<file path="src/rtl/spq_pkg.sv">
// Shared types and constants of the sorted priority request queue.
// Item structs, operation codes, cell control struct and the group encoder.
// No dependencies.
`default_nettype none

package spq_pkg;

	localparam int POS_W      = 4;
	localparam int GROUP_SIZE = 2 ** POS_W;
	localparam int COUNT_W    = 5;

	localparam logic [1:0] OP_INSERT = 2'd0;
	localparam logic [1:0] OP_QUERY  = 2'd1;
	localparam logic [1:0] OP_CLEAR  = 2'd2;

	typedef struct packed {
		logic [1:0]  opcode;
		logic [7:0]  requester_id;
		logic [15:0] priority_req;
	} in_item_t;

	typedef struct packed {
		logic               found;
		logic [POS_W-1:0]   position;
		logic [COUNT_W-1:0] entry_count;
		logic               overflow;
	} out_item_t;

	typedef struct packed {
		logic insert;
		logic clear;
	} cell_ctrl_t;

	// lowest set bit of one group: {hit, index}
	function automatic logic [POS_W:0] first_one(input logic [GROUP_SIZE-1:0] v);
		logic [POS_W:0] res;
		res = '0;
		for (int j = GROUP_SIZE - 1; j >= 0; j--) begin
			if (v[j]) begin
				res = {1'b1, POS_W'(j)};
			end
		end
		return res;
	endfunction

endpackage

`default_nettype wire

</file>
<file path="src/rtl/sorted_priority_request_queue.sv">
// Top level of the sorted priority request queue: a row of spq_cell slots,
// the lookup encoder and the result register. Uses spq_pkg and spq_cell.
//
//   channel | handshake           | payload
//   --------+---------------------+-----------------------------
//   req     | req_valid/req_stall | req_item  (spq_pkg::in_item_t)
//   rsp     | rsp_valid/rsp_stall | rsp_item  (spq_pkg::out_item_t)
//
// Items are taken one at a time: the cells update at the accepting edge, then the
// id compare across all cells and the per-group first-hit encode are each
// registered, and the combinational group select feeds the result register.
// Reset empties the queue at once; no clearing pass is needed.
// A stalled result holds in the result register; a finished item waits in
// the last step until that register frees up, and req_stall stays high.
`default_nettype none

module sorted_priority_request_queue #(
	parameter int QUEUE_DEPTH   = 16,
	parameter int ID_BITS       = 8,
	parameter int PRIORITY_BITS = 16
) (
	input  wire                  clk,
	input  wire                  arst_n,
	input  wire                  req_valid,
	output logic                 req_stall,
	input  spq_pkg::in_item_t    req_item,
	output logic                 rsp_valid,
	input  wire                  rsp_stall,
	output spq_pkg::out_item_t   rsp_item
);

	localparam int CNT_W  = $clog2(QUEUE_DEPTH + 1);
	localparam int NG     = (QUEUE_DEPTH + spq_pkg::GROUP_SIZE - 1) / spq_pkg::GROUP_SIZE;
	localparam int HIT_W  = NG * spq_pkg::GROUP_SIZE;
	localparam int GSEL_W = (NG > 1) ? $clog2(NG) : 1;

	localparam logic [1:0] ST_IDLE  = 2'd0;
	localparam logic [1:0] ST_MATCH = 2'd1;
	localparam logic [1:0] ST_GROUP = 2'd2;
	localparam logic [1:0] ST_DONE  = 2'd3;

	logic [1:0]         state_q;
	logic [CNT_W-1:0]   count_q;
	logic [ID_BITS-1:0] key_id_q;
	logic               lookup_q;
	logic               ovf_q;

	logic                     accept;
	logic                     full;
	logic [ID_BITS-1:0]       id_in;
	logic [PRIORITY_BITS-1:0] pri_in;
	spq_pkg::cell_ctrl_t      ctrl;

	// cell row wiring
	logic [ID_BITS-1:0]       cell_id     [QUEUE_DEPTH];
	logic [PRIORITY_BITS-1:0] cell_pri    [QUEUE_DEPTH];
	logic                     cell_valid  [QUEUE_DEPTH];
	logic                     cell_before [QUEUE_DEPTH];
	logic [QUEUE_DEPTH-1:0]   cell_hit;

	// lookup stages
	logic [HIT_W-1:0]          hit_s1;
	logic [NG-1:0]             grp_hit_s2;
	logic [spq_pkg::POS_W-1:0] grp_pos_s2 [NG];

	// result register
	logic               out_valid_q;
	spq_pkg::out_item_t out_item_q;
	logic               out_load;
	spq_pkg::out_item_t result;

	assign id_in    = ID_BITS'(req_item.requester_id);
	assign pri_in   = PRIORITY_BITS'(req_item.priority_req);
	assign req_stall = (state_q != ST_IDLE);
	assign accept   = req_valid && !req_stall;
	assign full     = (count_q == CNT_W'(QUEUE_DEPTH));

	assign ctrl.insert = accept && (req_item.opcode == spq_pkg::OP_INSERT) && !full;
	assign ctrl.clear  = accept && (req_item.opcode == spq_pkg::OP_CLEAR);

	// the row of slots; slot 0 has an imaginary always-valid, never-yielding
	// neighbour on its left, so it takes the new entry when it yields
	for (genvar k = 0; k < QUEUE_DEPTH; k++) begin : g_cell
		logic [ID_BITS-1:0]       l_id;
		logic [PRIORITY_BITS-1:0] l_pri;
		logic                     l_valid;
		logic                     l_before;

		if (k == 0) begin : g_head
			assign l_id     = id_in;
			assign l_pri    = pri_in;
			assign l_valid  = 1'b1;
			assign l_before = 1'b0;
		end else begin : g_body
			assign l_id     = cell_id[k-1];
			assign l_pri    = cell_pri[k-1];
			assign l_valid  = cell_valid[k-1];
			assign l_before = cell_before[k-1];
		end

		spq_cell #(
			.ID_BITS       (ID_BITS),
			.PRIORITY_BITS (PRIORITY_BITS)
		) u_cell (
			.clk         (clk),
			.arst_n      (arst_n),
			.ctrl        (ctrl),
			.new_id      (id_in),
			.new_pri     (pri_in),
			.key_id      (key_id_q),
			.left_id     (l_id),
			.left_pri    (l_pri),
			.left_valid  (l_valid),
			.left_ahead  (l_before),
			.cell_id     (cell_id[k]),
			.cell_pri    (cell_pri[k]),
			.cell_valid  (cell_valid[k]),
			.new_ahead   (cell_before[k]),
			.hit         (cell_hit[k])
		);
	end

	// sequencer: advance one step a cycle, wait in ST_IDLE for an accepted item and
	// hold in ST_DONE while the result register is occupied and stalled
	always_ff @(posedge clk or negedge arst_n) begin
		if (!arst_n) begin
			state_q <= ST_IDLE;
			count_q <= '0;
		end else begin
			case (state_q)
				ST_IDLE: begin
					if (accept) begin
						state_q <= ST_MATCH;
					end
				end
				ST_MATCH: state_q <= ST_GROUP;
				ST_GROUP: state_q <= ST_DONE;
				ST_DONE: begin
					if (out_load) begin
						state_q <= ST_IDLE;
					end
				end
				default: state_q <= ST_IDLE;
			endcase
			if (ctrl.clear) begin
				count_q <= '0;
			end else if (ctrl.insert) begin
				count_q <= count_q + CNT_W'(1);
			end
		end
	end

	// per-item context: the key to look up, whether a lookup applies at all,
	// and whether an insert was dropped
	always_ff @(posedge clk) begin
		if (accept) begin
			key_id_q <= id_in;
			lookup_q <= (req_item.opcode == spq_pkg::OP_INSERT) ||
			            (req_item.opcode == spq_pkg::OP_QUERY);
			ovf_q    <= (req_item.opcode == spq_pkg::OP_INSERT) && full;
		end
	end

	// compare all slots against the key, then encode each group of slots
	always_ff @(posedge clk) begin
		if (state_q == ST_MATCH) begin
			hit_s1 <= HIT_W'(cell_hit);
		end
	end

	for (genvar g = 0; g < NG; g++) begin : g_grp
		logic [spq_pkg::POS_W:0] enc;
		assign enc = spq_pkg::first_one(
			hit_s1[g*spq_pkg::GROUP_SIZE +: spq_pkg::GROUP_SIZE]);
		always_ff @(posedge clk) begin
			if (state_q == ST_GROUP) begin
				grp_hit_s2[g] <= enc[spq_pkg::POS_W];
				grp_pos_s2[g] <= enc[spq_pkg::POS_W-1:0];
			end
		end
	end

	// pick the first group with a hit; the position field keeps only the low
	// bits, which is the index inside the group
	always_comb begin
		logic [GSEL_W-1:0] sel;
		logic              any;
		sel = '0;
		any = 1'b0;
		for (int g = NG - 1; g >= 0; g--) begin
			if (grp_hit_s2[g]) begin
				sel = GSEL_W'(g);
				any = 1'b1;
			end
		end
		result.found       = lookup_q && any;
		result.position    = (lookup_q && any) ? grp_pos_s2[sel] : '0;
		result.entry_count = spq_pkg::COUNT_W'(count_q);
		result.overflow    = ovf_q;
	end

	assign out_load = (state_q == ST_DONE) && (!out_valid_q || !rsp_stall);

	always_ff @(posedge clk or negedge arst_n) begin
		if (!arst_n) begin
			out_valid_q <= 1'b0;
		end else if (out_load) begin
			out_valid_q <= 1'b1;
		end else if (!rsp_stall) begin
			out_valid_q <= 1'b0;
		end
	end

	always_ff @(posedge clk) begin
		if (out_load) begin
			out_item_q <= result;
		end
	end

	assign rsp_valid = out_valid_q;
	assign rsp_item  = out_item_q;

endmodule

`default_nettype wire

</file>
<file path="src/rtl/spq_cell.sv">
// One slot of the sorted queue: holds an entry, decides on insert whether to
// keep it, take the new entry or take the left neighbour's. Uses spq_pkg.
`default_nettype none

module spq_cell #(
	parameter int ID_BITS       = 8,
	parameter int PRIORITY_BITS = 16
) (
	input  wire                           clk,
	input  wire                           arst_n,
	input  spq_pkg::cell_ctrl_t           ctrl,
	input  wire  [ID_BITS-1:0]            new_id,
	input  wire  [PRIORITY_BITS-1:0]      new_pri,
	input  wire  [ID_BITS-1:0]            key_id,
	input  wire  [ID_BITS-1:0]            left_id,
	input  wire  [PRIORITY_BITS-1:0]      left_pri,
	input  wire                           left_valid,
	input  wire                           left_ahead,
	output logic [ID_BITS-1:0]            cell_id,
	output logic [PRIORITY_BITS-1:0]      cell_pri,
	output logic                          cell_valid,
	output logic                          new_ahead,
	output logic                          hit
);

	logic [ID_BITS-1:0]       id_q;
	logic [PRIORITY_BITS-1:0] pri_q;
	logic                     valid_q;

	// new entry orders ahead of this slot (an empty slot always yields)
	assign new_ahead = !valid_q || (new_pri < pri_q) ||
	                   ((new_pri == pri_q) && (new_id < id_q));
	assign hit       = valid_q && (id_q == key_id);

	assign cell_id    = id_q;
	assign cell_pri   = pri_q;
	assign cell_valid = valid_q;

	always_ff @(posedge clk or negedge arst_n) begin
		if (!arst_n) begin
			valid_q <= 1'b0;
		end else if (ctrl.clear) begin
			valid_q <= 1'b0;
		end else if (ctrl.insert && new_ahead) begin
			valid_q <= valid_q | left_valid;
		end
	end

	always_ff @(posedge clk) begin
		if (ctrl.insert && new_ahead) begin
			if (left_ahead) begin
				// shift right: take neighbour's entry
				id_q  <= left_id;
				pri_q <= left_pri;
			end else begin
				id_q  <= new_id;
				pri_q <= new_pri;
			end
		end
	end

endmodule

`default_nettype wire

</file>
<file path="config.mk">
export PLATFORM = sky130hd
export DESIGN_NAME = sorted_priority_request_queue
export DESIGN_NICKNAME = d
export VERILOG_FILES = /design/src/rtl/spq_pkg.sv /design/src/rtl/sorted_priority_request_queue.sv /design/src/rtl/spq_cell.sv
export SDC_FILE = /design/constraint.sdc
export NUM_CORES = 1
export LEC_CHECK = 0
export BUFFER_PORTS_ARGS = -buffer_cell sky130_fd_sc_hd__buf_2
export CAP_MARGIN = 40
export CORE_AREA = 10 10 205 246
export CTS_BUF_LIST = sky130_fd_sc_hd__clkbuf_4 sky130_fd_sc_hd__clkbuf_8
export DETAILED_ROUTE_END_ITERATION = 10
export DIE_AREA = 0 0 215 256
export HOLD_SLACK_MARGIN = 0.15
export PLACE_DENSITY = 0.93
export SLEW_MARGIN = 10
export SYNTH_ARGS = -nofsm -noshare
export SYNTH_HDL_FRONTEND = slang
export SYNTH_SLANG_ARGS = --single-unit
</file>
<file path="constraint.sdc">
create_clock -name clk -period 3.9 [get_ports clk]
set_input_delay 0.39 -clock clk [delete_from_list [all_inputs] [get_ports clk]]
set_output_delay 0.39 -clock clk [all_outputs]
set_load 0.01 [all_outputs]
</file>
==> impl_metrics.toml <==
[clock_network]
clock-root-buffer = "clkbuf_8"
clock_sinks = 450
cts_resized = 0
cts_tree = "done"
clock_latency_ns = 0.67
path_clk_slew_ns = 0.07
postCtsSetupBuffers = 0
cts_buffers = 73
clock_path_buffers = 3
cts_htree_levels = 3
ctsHoldBuffers = 4

[synthesis]
synth_async_sr_flop_share = 0.05333
yosysUniqueCellTypes = 55
synth_top_cell_area_share = 0.4308
netlist_area_um2 = 29700
yosysMostFrequentCell = "edfxtp_1"
avgSynthCellArea_um2 = 12.06
synth_edf_count = 426
ys_warn_count = 0
seq_area_frac_synth = 0.4510
synth_ff_type = "edfxtp_1"
synth_seq_cells = 450
yosys-top-cells-area = "edfxtp_1, ha_1, mux2_2"
ys_top_cells_by_count = "edfxtp_1, inv_1, ha_1, mux2_2, a21oi_1"
synth_nets = 2867
synth_top_area_cell = "edfxtp_1"
synth_cells = 2462

[layout]
layout-drive-gt1-share = 0.2370
fill_cells = 2538
syn_to_final_growth_pct = 10.09
nNetsFinal = 3024
fin_area_um2 = 32690

[die]
row_count = 86
core-area_um2 = 45520
initial_core_util = 0.6525
die_x_um = 215
io_pins = 43
die_area_um2 = 55040
die_h_um = 256

[drt]
viasPerCell = 6.440
avgRoutedWirePerCell_um = 23.37
first_pass_iters = 8
drtIter0Drc = 2292
route.detailed.drc = 0
via_count = 21200
drt_wl_total_um = 76950
antenna_left = 0

[timing]
max_freq_mhz = 306.9
worstMarginPinSlew_ns = 0.9525
period_needed_ns = 3.259
setup_viol = 0
finalHoldViolCount = 0
rsz0062_at_grt = "false"
final_max_slew_viol_count = 0
post-route-period-util = 0.8356
whs_ns = 0.1617
setup_ws_ns = 0.6413
max-slew-margin-rel = 0.3650
tns_ns = 0
skew_ns = 0.03785

[hold_path]
worstHoldPathCells = 3
hp-class = "input pin to flip-flop"

[status]
status = "completed"

[power_and_ir_drop]
leakagePower_nw = 14.30
power_density_nw_per_um2 = 390.2
peakVddDrop_v = 0.0002021

[global_route]
grt_max_degree = 35
grt.total_usage = 0.2748
grt_pass1_wl_um = 122400
grt_pass1_vias = 22500
antenna_found_initial = 2
grt.overflow.total = 0

[critical_path]
crit_fanout = 24
critical_path_class = "flip-flop to flip-flop"
worstPathArrival_ns = 3.57
cp-start-kind = "flip-flop"
crit_required_ns = 4.21
cp-end-kind = "flip-flop"
ff2ff_path_depth = 8

[placed_design]
place_area_um2 = 31150
dpl.hpwl_um = 54370
port_buffers = 42
place_ws_ns = 0.3075
gp_congestion = 0.9013

[flow_run]
max_cap_violations = 0
==> power breakdown <==
group	switching, W	internal [W]	total (W)
Clock	0.00203	0.00229	0.00432
Combinational	0.00135	0.000988	0.00234
Sequential	0.000331	0.00577	0.00610
==> path summary, 6_finish.rpt <==
check	from	end	slack, ns
worst min register to register	ovf_q	rsp_item[0]	0.44
min in group asynchronous	arst_n	count_q[2]	0.28
worst max register to register	g_cell[9].u_cell.cell_pri[14]	g_cell[9].u_cell.cell_pri[5]	0.64
worst max-delay path	g_cell[9].u_cell.cell_pri[14]	g_cell[9].u_cell.cell_pri[5]	0.64
worst min-delay path	req_valid	state_q[0]	0.16
max in group asynchronous	arst_n	g_cell[2].u_cell.cell_valid	3.17
==> cells in the final DEF, fill, tap and decap left out, types with 11 or more instances in the layout <==
cell	count
edfxtp_1	426
nor4_1	31
nor3_1	26
nor2b_1	22
nand4_1	72
ha_1	375
nor2_1	66
xnor2_1	49
inv_1	378
nand3_1	53
and3_1	12
o211ai_1	20
clkbuf_4	21
dfrtp_1	24
a21oi_1	139
o21ai_0	58
clkbuf_8	87
and2_1	14
clkinv_2	11
mux2_2	250
mux2_4	69
xor2_1	83
mux2_1	42
a21o_1	28
buf_2	42
buf_4	100
a211oi_1	28
nand2_1	34
==> critical path, stage by stage, from the launching register on <==
cell and delay (ns):
edfxtp_1 0.36, inv_1 0.06, ha_1 0.33, nand4_2 0.16
nor3_1 0.56, o211ai_1 0.20, o211ai_2 0.65, and2_1 0.25
buf_4 0.34
==> through the flow <==
step / cells / util / total power, W
3_3_place_gp: 3153 / 0.6838 / 0.008213
6_report: 3292 / 0.7183 / 0.01276
3_5_place_dp: 3155 / 0.6844 / 0.008413
4_1_cts: 3290 / 0.7180 / 0.01268
2_1_floorplan: 2462 / - / 0.007579
5_1_grt: 3292 / 0.7183 / 0.01317
==> flip-flops by register name (all words and copies together), names as in the netlist <==
register / cells
grp_pos_s2: 4
rsp_item: 11
g_cell.u_cell.cell_valid: 16
lookup_q: 1
state_q: 2
grp_hit_s2: 1
count_q: 5
rsp_valid: 1
ovf_q: 1
key_id_q: 8
hit_s1: 16
g_cell.u_cell.cell_id: 128
g_cell.u_cell.cell_pri: 256
==> layout make-up <==
type | instances | area, um^2 | area share
diodes | 1 | 2.502 | 0.00007654
inverters | 378 | 1419 | 0.04340
well taps | 616 | 770.7 | 0.02357
flip-flops and latches | 450 | 13390 | 0.4096
clock buffers | 108 | 1355 | 0.04145
multi-input cells | 1557 | 14380 | 0.4398
clock inverters | 23 | 135.1 | 0.004133
repair buffers | 159 | 1239 | 0.03789
==> logic make-up after synthesis <==
group                      Yosys count  share of synthesized area
adders and majority gates          375                     0.1580
DFF                                450                     0.4510
xor gates and xnor gates           132                    0.03893
buffers and inverters              455                    0.06589
and+or+nand+nor                    361                    0.06851
AOI/OAI and AO/OA                  327                    0.07175
muxes                              362                     0.1459
==> metal layers <==
layer	up-vias	GRT usage	part of all wire
li1	9296	-	-
met4	2	0.1474	0.052
met3	340	0.05095	0.092
met1	10230	0.3261	0.37
met5	-	0	0.000091
met2	1336	0.4656	0.49
Power figures use the tool's default switching activity.
